==> src/hw/rtl/jss_pkg.sv <==
// jss_pkg: shared types and constants for the jacobi sweep scaling factor unit
// holds the request/response word structs and the divider command/status structs
// no dependencies
`default_nettype none

package jss_pkg;

   localparam int DATA_W    = 32;
   localparam int DIFF_W    = DATA_W + 1;
   localparam int ACC_W     = 64;
   localparam int SMALL_W   = 16;
   localparam int DIV_LOW_W = 32;
   localparam int DIV_CNT_W = 6;

   // step counts for the two kinds of division
   localparam logic [DIV_CNT_W-1:0] ELEM_STEPS   = DIV_CNT_W'(32);
   localparam logic [DIV_CNT_W-1:0] FACTOR_STEPS = DIV_CNT_W'(31);

   localparam logic signed [DATA_W-1:0] SAT32_MAX = {1'b0, {(DATA_W-1){1'b1}}};
   localparam logic signed [DATA_W-1:0] SAT32_MIN = {1'b1, {(DATA_W-1){1'b0}}};
   localparam logic signed [ACC_W-1:0]  SAT64_MAX = {1'b0, {(ACC_W-1){1'b1}}};
   localparam logic signed [ACC_W-1:0]  SAT64_MIN = {1'b1, {(ACC_W-1){1'b0}}};

   // input word
   typedef struct packed {
      logic signed [DATA_W-1:0] rhs_value;
      logic signed [DATA_W-1:0] solution_value;
      logic signed [DATA_W-1:0] product_value;
      logic signed [DATA_W-1:0] diagonal_value;
      logic                     last_element;
   } jss_req_type;

   // result word
   typedef struct packed {
      logic signed [DATA_W-1:0] updated_solution;
      logic                     zero_diagonal;
      logic                     factor_valid;
      logic signed [DATA_W-1:0] scaling_factor;
   } jss_rsp_type;

   // divider command: start, initial partial remainder, divisor, low dividend bits, step count
   typedef struct packed {
      logic                 start;
      logic [ACC_W-1:0]     rem_init;
      logic [ACC_W-1:0]     divisor;
      logic [DIV_LOW_W-1:0] low_bits;
      logic [DIV_CNT_W-1:0] steps;
   } div_cmd_type;

   // divider status
   typedef struct packed {
      logic                 done;
      logic                 overflow;
      logic [DIV_LOW_W-1:0] quotient;
   } div_stat_type;

endpackage

`default_nettype wire

==> src/hw/rtl/jss_div_unit.sv <==
// jss_div_unit: shared radix-2 restoring divider, one quotient bit per cycle
// depends on jss_pkg (div_cmd_type, div_stat_type, widths)
`default_nettype none

module jss_div_unit
   import jss_pkg::*;
(
   input  logic         clock,
   input  logic         reset,
   input  div_cmd_type  div_cmd,
   output div_stat_type div_stat
);

   logic [ACC_W-1:0]     rem_ff, rem_in;
   logic [ACC_W-1:0]     dvs_ff, dvs_in;
   logic [DIV_LOW_W-1:0] low_ff, low_in;
   logic [DIV_LOW_W-1:0] quo_ff, quo_in;
   logic [DIV_CNT_W-1:0] cnt_ff, cnt_in;
   logic                 ovf_ff, ovf_in;
   logic                 chk_ff, chk_in;
   logic                 run_ff, run_in;
   logic                 done_ff, done_in;

   logic [ACC_W:0] trial;
   logic [ACC_W:0] trial_sub;
   logic           take;

   // one trial subtraction per step
   always_comb begin
      trial     = {rem_ff, low_ff[DIV_LOW_W-1]};
      trial_sub = trial - {1'b0, dvs_ff};
      take      = (trial >= {1'b0, dvs_ff});
   end

   // sequencer: load, overflow check, then one bit a cycle
   always_comb begin
      rem_in  = rem_ff;
      dvs_in  = dvs_ff;
      low_in  = low_ff;
      quo_in  = quo_ff;
      cnt_in  = cnt_ff;
      ovf_in  = ovf_ff;
      chk_in  = chk_ff;
      run_in  = run_ff;
      done_in = 1'b0;
      if (div_cmd.start) begin
         rem_in = div_cmd.rem_init;
         dvs_in = div_cmd.divisor;
         low_in = div_cmd.low_bits;
         quo_in = '0;
         cnt_in = div_cmd.steps;
         ovf_in = 1'b0;
         chk_in = 1'b1;
         run_in = 1'b0;
      end else if (chk_ff) begin
         // quotient too wide when the initial remainder reaches the divisor
         chk_in = 1'b0;
         ovf_in = (rem_ff >= dvs_ff);
         if (rem_ff >= dvs_ff) begin
            done_in = 1'b1;
         end else begin
            run_in = 1'b1;
         end
      end else if (run_ff) begin
         rem_in = take ? trial_sub[ACC_W-1:0] : trial[ACC_W-1:0];
         low_in = {low_ff[DIV_LOW_W-2:0], 1'b0};
         quo_in = {quo_ff[DIV_LOW_W-2:0], take};
         cnt_in = cnt_ff - DIV_CNT_W'(1);
         if (cnt_ff == DIV_CNT_W'(1)) begin
            run_in  = 1'b0;
            done_in = 1'b1;
         end
      end
   end

   // control flags
   always_ff @(posedge clock) begin
      if (reset) begin
         chk_ff  <= 1'b0;
         run_ff  <= 1'b0;
         done_ff <= 1'b0;
      end else begin
         chk_ff  <= chk_in;
         run_ff  <= run_in;
         done_ff <= done_in;
      end
   end

   // datapath registers
   always_ff @(posedge clock) begin
      rem_ff <= rem_in;
      dvs_ff <= dvs_in;
      low_ff <= low_in;
      quo_ff <= quo_in;
      cnt_ff <= cnt_in;
      ovf_ff <= ovf_in;
   end

   assign div_stat.done     = done_ff;
   assign div_stat.overflow = ovf_ff;
   assign div_stat.quotient = quo_ff;

endmodule

`default_nettype wire

==> config.mk <==
export PLATFORM = sky130hd
export DESIGN_NAME = jss_div_unit
export DESIGN_NICKNAME = d
export VERILOG_FILES = /design/src/hw/rtl/jss_pkg.sv /design/src/hw/rtl/jss_div_unit.sv
export SDC_FILE = /design/constraint.sdc
export NUM_CORES = 1
export LEC_CHECK = 0
export BUFFER_PORTS_ARGS = -buffer_cell sky130_fd_sc_hd__buf_2
export CORE_AREA = 2 2 201 203
export DETAILED_ROUTE_END_ITERATION = 8
export DIE_AREA = 0 0 203 205
export PLACE_DENSITY_LB_ADDON = 0.08
export REMOVE_ABC_BUFFERS = 1
export SLEW_MARGIN = 20
export SYNTH_ARGS = -nofsm -noshare
export SYNTH_HDL_FRONTEND = slang
export SYNTH_SLANG_ARGS = --single-unit
==> constraint.sdc <==
create_clock -name clock -period 3.55 [get_ports clock]
set_input_delay 0 -clock clock [delete_from_list [all_inputs] [get_ports clock]]
set_output_delay 0 -clock clock [all_outputs]
set_load 0.02 [all_outputs]
==> run_results.csv, run 1 <==
group,metric,value,unit
synthesis,netlist_instances,1424,
timing,clock.fmax,0.284,GHz
status,status,"finished clean",
timing,fin_ws,0.0330,ns
cells_and_area,drive_gt1_share,24.8,%
timing,skew,0.0262,ns
placement,io_buffers,202,
cts,clkLatencyLatePin,0.57,ns
setup_path,crit_path_start_kind,"flip-flop",
global_route,grt_pass1_vias,12600,
cts,path_clk_slew,0.06,ns
synthesis,synthAdderAreaFrac,12.0,%
timing,setup_violations,0,
die,die_h,205,microns
timing,final_hold_viol_count,0,
die,die_area,41600,sq um
placement,dp_slack,-0.299,ns
synthesis,synth.distinct_cells,80,
global_route,grt_max_degree,48,
synthesis,synth_area_per_cell,9.63,sq um
global_route,grt_pass1_wl,68200,microns
detailed_routing,drc,0,
synthesis,ys.flop_type,"edfxtp_1",
setup_path,setup.worst_path.class,"flip-flop to flip-flop",
cts,numCtsBuffers,25,
placement,dp_cells,2178,
timing,worst_pin_slew,0.759,ns
synthesis,synth_top_family_by_area,"compound AO/OA/AOI/OAI gates",
die,die_w,203,microns
cts,cts_sinks,202,
setup_path,worstPathArrival,3.92,ns
synthesis,synthArstFlopShare,0,%
synthesis,synthMuxAreaShare,2.92,%
synthesis,yosys_warnings,0,
detailed_routing,ant_nets,0,
timing,post-route-period-util,99.1,%
setup_path,crit_required,3.95,ns
detailed_routing,wl,43800,microns
timing,rsz0062_at_grt,"yes",
global_route,grt_usage,20.6,%
synthesis,ys_ff_latch,202,
cells_and_area,area_growth_syn_to_layout,38.0,%
cells_and_area,post-route-util,48.1,%
detailed_routing,drt_iter0_markers,556,
pwr,powerDensity,506,nW/um^2
detailed_routing,dr.pass1.iters,5,
detailed_routing,vias,12500,
detailed_routing,wl_per_cell,18.2,microns
synthesis,syn_area,13700,sq um
global_route,grt_remaining_overflow,0,
synthesis,synth_enable_flop_cells,166,
cts,htree_levels,1,
cells_and_area,antenna_cells,0,
global_route,antenna_found_initial,0,
synthesis,synth_compound_area_share,20.5,%
setup_path,worstSetupEndpointType,"flip-flop",
die,rows,73,
worst_hold_path,holdCritPathClass,"input port to flip-flop",
cts,cts_root_buf,"clkbuf_16",
synthesis,synthSimpleGateAreaFrac,14.7,%
timing,slew_headroom,48.9,%
pwr,power_leakage,8.07,nW
synthesis,yosysSeqAreaShare,41.6,%
die,ioPinCount,203,
die,coreArea,39400,sq um
timing,period_needed,3.52,ns
placement,dpl.hpwl,32100,microns
detailed_routing,via_per_inst,5.20,
timing,finalMaxSlewViolations,0,
cts,clk_path_buf_depth,3,
setup_path,reg2reg_slack,0.03,ns
pwr,ir_drop,407,uV
run,maxCapViolCount,0,
placement,gp_congestion,0.839,
setup_path,cp_max_fo,7,
cts,cts_tree,"yes",
timing,holdWs,0.142,ns
cells_and_area,final_nets,2164,
die,start_util,34.8,%
cells_and_area,layout.cells.non_filler,2408,
synthesis,synthXorXnorAreaFrac,3.13,%
## state kept, by name (all words and copies together), names as in the netlist
name and cells:
cnt_ff 6, run_ff 1, low_ff 32, dvs_ff 64, quo_ff 32, chk_ff 1, done_ff 1, ovf_ff 1
rem_ff 64
## metrics by stage
stage	TNS, ns	area (sq um)	power [mW]
floorplan	-80.50	13400	5.26
global placement	-0.759	15800	6.52
detailed placement	-1.70	15800	6.52
CTS	0	18400	9.42
global route	-1.18	18900	10.2
finish	0	18900	9.56
## critical path, cell delays in order, from the launching register on
cell and delay, ns:
edfxtp_1 0.46, ha_4 0.34, nand4_4 0.11, buf_6 0.14, nor4_4 0.33, o2111ai_2 0.21
a31oi_4 0.31, o21bai_4 0.11, a2111oi_4 0.49, nor2_4 0.16, buf_4 0.17, or3_1 0.37
a31oi_1 0.17
## layer usage
layer	share of wire, %	up-vias	GRT usage, %
li1	-	6200	-
met1	50	5998	29.3
met2	45	281	33.6
met3	4.3	35	3.01
met4	1.2	0	3.34
met5	0	-	0
## Yosys cell counts, types with 36 or more instances
library cell	count	area share [%]
edfxtp_1	166	36
nand2_1	153	4.2
clkbuf_1	36	0.99
inv_1	95	2.6
a21o_1	44	2.4
nand4_1	42	1.9
a31oi_1	48	2.2
nor2_1	102	2.8
dfxtp_1	36	5.3
ha_1	130	12
o21ai_0	65	2.4
a21oi_1	111	4.1
## cells in the final DEF, fill, tap and decap left out, types with 32 or more instances in the layout
master,synthesis,final
inv_1,95,93
a31oi_1,48,46
nand4_1,42,42
dfxtp_1,36,36
o21ai_0,65,61
dlygate4sd3_1,0,168
nor2_1,102,101
nand2_1,153,147
buf_2,25,201
mux2_2,32,32
a21o_1,44,44
edfxtp_1,166,166
a22o_1,32,32
a21oi_1,111,104
buf_4,2,102
ha_1,130,113
## worst paths after layout
| kind | to | startpoint | cells past startpoint |
|---|---|---|---|
| worst max register to register | rem_ff[56] | rem_ff[20] | 12 |
| worst min register to register | quo_ff[22] | quo_ff[21] | 1 |
| worst min-delay path | dvs_ff[47] | div_cmd[85] | 2 |
| worst max-delay path | rem_ff[56] | rem_ff[20] | 12 |
## power breakdown
part	internal (mW)	leakage [nW]	switching, mW	total, mW
registers	2.89	1.91	0.177	3.07
logic	1.74	5.73	2.10	3.84
clock network	1.60	0.418	1.06	2.66
## area by class of cell
class	instances	area (sq um)
fill	3824	20400
multi-input combinational	1055	7660
sequential	202	5710
timing repair buffer	485	3690
clock buffer	37	742
tap	525	657
inverter	95	360
clock inverter	9	108
## kinds of logic (layout without fill, tap and decap cells)
family,after synthesis,in the layout
muxes,36,36
adders and majority gates,131,131
buffers and inverters,167,626
DFF,202,202
AOI/OAI and AO/OA,418,418
xor gates and xnor gates,49,49
and+or+nand+nor,421,421
## what timing repair did
item / in CTS / in global routing
gates resized for setup: 6 / 70
buffers inserted: 0 / 17
setup endpoints to repair: 38 / 67
hold endpoints to repair: 195 / 0
cloned: 0 / 1
hold buffers: 168 / 0
pin swaps: 1 / 20
No activity file was read; power rests on OpenSTA's default activity.
==> run 2, diff against run 1 <==
clock period = 3.9 ns   (was 3.55 ns; I/O delays follow)
==> run 2 against run 1 <==
Critical path depth stayed put. Sequential share of layout area is 1.4 points higher. Utilization fell by 2.1 points. Critical path type unchanged. Critical endpoint is now rem_ff[20]. Largest power group unchanged.
==> run_results.csv, run 2 (synthesis results as in run 1) <==
group,metric,value,unit
global_route,grt_max_degree,104,
cells_and_area,area_growth_syn_to_layout,32.0,%
timing,period_needed,3.68,ns
global_route,grt_remaining_overflow,0,
global_route,antenna_found_initial,0,
setup_path,worstSetupEndpointType,"flip-flop",
global_route,grt_pass1_wl,68000,microns
pwr,power_leakage,7.75,nW
status,status,"finished clean",
setup_path,worstPathArrival,3.98,ns
cts,clkLatencyLatePin,0.56,ns
detailed_routing,wl,43400,microns
cells_and_area,reg.largest.list,"dvs_ff (64), rem_ff (64)",
setup_path,setup.worst_path.class,"flip-flop to flip-flop",
cts,numCtsBuffers,25,
run,maxCapViolCount,0,
global_route,grt_pass1_vias,12400,
timing,fin_tns_setup,0,ns
detailed_routing,ant_nets,0,
setup_path,crit_path_start_kind,"flip-flop",
timing,final_hold_viol_count,0,
detailed_routing,dr.pass1.iters,5,
detailed_routing,wl_per_cell,18.5,microns
die,die_w,203,microns
placement,gp_congestion,0.858,
timing,clock.fmax,0.272,GHz
worst_hold_path,holdCritPathClass,"input port to flip-flop",
die,rows,73,
worst_hold_path,min_path_cells,3,
cells_and_area,layout_commonest_cell,"buf_2",
cells_and_area,drive_gt1_share,20.1,%
cells_and_area,antenna_cells,0,
setup_path,ff2ff_path_depth,12,
die,start_util,34.8,%
detailed_routing,via_per_inst,5.20,
cells_and_area,post-route-util,46.0,%
detailed_routing,routed.top_layer,"met4",
die,die_area,41600,sq um
detailed_routing,dr_wl_met3,1830,microns
setup_path,crit_required,4.21,ns
cts,htree_levels,1,
timing,rsz0062_at_grt,"yes",
timing,slew_headroom,53.4,%
die,coreArea,39400,sq um
cts,path_clk_slew,0.06,ns
cells_and_area,final_cell_mix,"buf_2 (201), dlygate4sd3_1 (168), edfxtp_1 (166), nand2_1 (153), ha_1 (127)",
die,ioPinCount,203,
timing,worst_pin_slew,0.700,ns
cts,clk_path_buf_depth,3,
pwr,powerDensity,460,nW/um^2
detailed_routing,drt_iter0_markers,622,
cts,cts_tree,"yes",
timing,skew,0.0145,ns
detailed_routing,dr_wl_met2,19200,microns
setup_path,cp_max_fo,12,
cts,cts_sinks,202,
timing,setup_violations,0,
pwr,ir_drop,325,uV
timing,finalMaxSlewViolations,0,
global_route,grt_usage,20.5,%
cts,cts_root_buf,"clkbuf_16",
timing,holdWs,0.145,ns
placement,io_buffers,202,
detailed_routing,vias,12200,
placement,dpl.hpwl,31300,microns
detailed_routing,wl_met1,21600,microns
timing,post-route-period-util,94.3,%
die,die_h,205,microns
cells_and_area,final_nets,2107,
detailed_routing,drc,0,
run 2: cell types whose count changed in the layout (fill, tap and decap cells not counted), moves of 3 or more:
cell / before / now
a21oi_1: 104 / 110
a21oi_2: 7 / 1
buf_4: 102 / 49
buf_6: 5 / 1
ha_1: 113 / 127
ha_4: 13 / 0
nand2_1: 147 / 153
nand2_2: 7 / 1
nor3_2: 4 / 1
o21ai_0: 61 / 64
o21ai_1: 13 / 10
run 2: critical path, stage by stage (launching register included):
cell	delay, ns
edfxtp_1	0.41
ha_1	0.46
nand4_1	0.25
nor3_4	0.28
nand3_1	0.10
a311oi_1	0.41
nor3_1	0.18
a2111oi_4	0.35
buf_4	0.25
nor2_4	0.08
buf_4	0.20
and3_1	0.19
a221o_1	0.25
run 2: worst paths after layout:
kind / startpoint / slack [ns] / to
setup / recovery: rem_ff[47] / 0.22 / rem_ff[20]
hold / removal: reset / 0.15 / chk_ff
setup reg to reg: rem_ff[47] / 0.22 / rem_ff[20]
hold reg to reg: quo_ff[31] / 0.48 / quo_ff[31]
run 2: area by class of cell:
| cell class | instances | area (sq um) |
|---|---|---|
| Fill cell | 3903 | 21300 |
| Multi-Input combinational cell | 1056 | 7340 |
| Sequential cell | 202 | 5710 |
| Timing Repair Buffer | 427 | 3230 |
| Clock buffer | 36 | 717 |
| Tap cell | 525 | 657 |
| Inverter | 95 | 360 |
| Clock inverter | 9 | 88.8 |
run 2: metrics by stage:
stage               power (mW)  std cells  area [sq um]  setup WS, ns
global route              8.86       2350         18100       -0.0190
finish                    8.32       2350         18100         0.223
floorplan                 4.79       1352         13400        -0.330
global placement          5.86       2134         15600        -0.106
CTS                       8.37       2348         18000       0.00279
detailed placement        5.85       2134         15600        -0.141
run 2: per-layer routing:
metal	track usage, %	vias up
met2	32.5	265
met1	29.8	5838
met3	2.86	38
li1	-	6083
met5	0	-
met4	4.46	0
run 2: timing repair:
item                       in CTS  in global routing
hold buffers                  168                  0
buffers inserted                0                  2
pin swaps                       1                  1
gates cloned                    1                  0
setup endpoints to repair       4                 30
gates resized for setup         0                  8
hold endpoints to repair      188                  0
run 2: where the power goes:
part	internal, mW	switching [mW]
clock network	1.35	0.972
logic	1.38	1.85
registers	2.63	0.151
==> run 3, diff against run 2 <==
PLACE_DENSITY_LB_ADDON = default   (was 0.08)
==> run 3 against run 2 <==
Register-to-register slack better by 0.02 ns. Highest routed layer unchanged. Clock-buffer cell count rose by 4. Die area unchanged. Largest power group unchanged.
==> run_results.csv, run 3 (synthesis results as in run 1) <==
group,metric,value,unit
detailed_routing,via_per_inst,5.25,
setup_path,critPathMaxStageDelay,0.45,ns
placement,io_buffers,202,
timing,fin_ws,0.244,ns
timing,finalMaxSlewViolations,0,
die,start_util,34.8,%
pwr,powerDensity,460,nW/um^2
detailed_routing,vias,12300,
setup_path,crit_path_start_kind,"flip-flop",
pwr,power_leakage,7.68,nW
setup_path,crit_chain,"ha_2 > nand4_1 > nor3_4 > nand3_1 > a311oi_1 > nor3_1 > a2111oi_4 > buf_4 > nor2_4 > buf_12 > or3_1 > a31oi_1",
worst_hold_path,min_path_cells,2,
cts,cts_root_buf,"clkbuf_16",
detailed_routing,wl_per_cell,18.1,microns
timing,period_needed,3.66,ns
status,status,"finished clean",
timing,rsz0062_at_grt,"no",
pwr,ir_drop,315,uV
global_route,grt_remaining_overflow,0,
setup_path,crit_required,4.29,ns
timing,skew,0.0255,ns
die,die_w,203,microns
placement,dp_slack,0.125,ns
cells_and_area,nFillCells,3813,
global_route,grt_usage,20.2,%
worst_hold_path,holdCritPathClass,"input port to flip-flop",
cts,numCtsBuffers,26,
detailed_routing,wl,42400,microns
detailed_routing,ant_nets,0,
die,die_area,41600,sq um
timing,worst_pin_slew,0.889,ns
timing,setup_violations,0,
detailed_routing,drt_iter0_markers,734,
detailed_routing,dr.pass1.iters,5,
cts,htree_levels,1,
placement,gp_congestion,0.902,
die,coreArea,39400,sq um
timing,slew_headroom,40.7,%
setup_path,worstPathArrival,4.05,ns
cells_and_area,drive_gt1_share,19.4,%
die,rows,73,
die,die_h,205,microns
timing,final_hold_viol_count,0,
timing,holdWs,0.150,ns
global_route,grt_pass1_vias,12400,
global_route,grt_pass1_wl,67100,microns
cells_and_area,area_growth_syn_to_layout,31.5,%
setup_path,critPathSlowestCell,"ha_2",
setup_path,worstSetupEndpointType,"flip-flop",
setup_path,setup.worst_path.class,"flip-flop to flip-flop",
detailed_routing,drc,0,
setup_path,ff2ff_path_depth,12,
global_route,grt_max_degree,135,
cells_and_area,multi_input_area,7350,sq um
cts,cts_tree,"yes",
cells_and_area,register_area,5710,sq um
global_route,antenna_found_initial,1,
cells_and_area,reg.largest.list,"dvs_ff (64), rem_ff (64)",
cells_and_area,final_cell_mix,"buf_2 (201), dlygate4sd3_1 (171), edfxtp_1 (166), nand2_1 (153), ha_1 (127)",
cts,clk_path_buf_depth,3,
cts,clkLatencyLatePin,0.57,ns
timing,fin_tns_setup,0,ns
timing,post-route-period-util,93.8,%
cts,cts_sinks,202,
placement,dpl.hpwl,30700,microns
timing,clock.fmax,0.273,GHz
run,maxCapViolCount,0,
cells_and_area,final_nets,2095,
cts,path_clk_slew,0.06,ns
die,ioPinCount,203,
placement,dp_cells,2119,
cells_and_area,layout_commonest_cell,"buf_2",
setup_path,cp_max_fo,15,
cells_and_area,layout.cells.non_filler,2340,
-- run 3: cell count changes in the layout (fill, tap and decap cells not counted), moves of 2 or more --
cell           previous run  this run
nor2_2                    2         0
clkinv_2                  4         2
buf_12                    8         4
clkbuf_1                  6         9
o21ai_1                  10         8
clkbuf_16                25        27
dlygate4sd3_1           168       171
buf_4                    49        38
-- run 3: final cells by class --
cell class | count | area share [%]
multi-input combinational | 1055 | 40.8
sequential | 202 | 31.7
timing repair buffer | 415 | 17.2
clock buffer | 40 | 4.24
tap | 525 | 3.65
inverter | 95 | 2.00
clock inverter | 7 | 0.500
antenna | 1 | 0.0139
-- run 3: path summary, 6_finish.rpt --
path | from | endpoint | slack, ns
setup / recovery | rem_ff[45] | rem_ff[56] | 0.24
hold / removal | div_cmd[75] | dvs_ff[37] | 0.15
setup reg to reg | rem_ff[45] | rem_ff[56] | 0.24
hold reg to reg | ovf_ff | ovf_ff | 0.49
-- run 3: metrics by stage --
stage	power [mW]	instance area [sq um]	util (%)
2_1_floorplan	4.79	13400	-
3_3_place_gp	5.70	15400	39.1
3_5_place_dp	5.73	15400	39.1
4_1_cts	8.31	18000	45.6
5_1_grt	8.82	18000	45.8
6_report	8.30	18000	45.8
-- run 3: power by group --
group	internal, mW	switching, mW	leakage (nW)
clock network	1.42	0.978	0.408
logic	1.32	1.79	5.36
registers	2.63	0.154	1.91
-- run 3: timing repair --
action | 4_1_cts | 5_1_grt
hold endpoints to repair | 171 | 0
hold buffers | 171 | 0
setup buffers | 0 | 2
setup endpoints to repair | 0 | 45
resized for setup | 0 | 9
-- run 3: critical path: cells and delay by family (launching register included) --
kind,cells,cell delay (ns)
DFF,1,0.44
adders and majority gates,1,0.45
AOI/OAI and AO/OA,3,0.92
buffers and inverters,2,0.38
and+or+nand+nor,6,1.28
-- run 3: routing by layer --
metal / global-route usage [%] / part of all wire [%] / vias to the layer above
met5: 0 / 0 / -
met4: 4.43 / 2.1 / 0
met3: 3.23 / 5.6 / 57
met2: 33.2 / 46 / 352
met1: 27.8 / 47 / 5827
li1: - / - / 6050
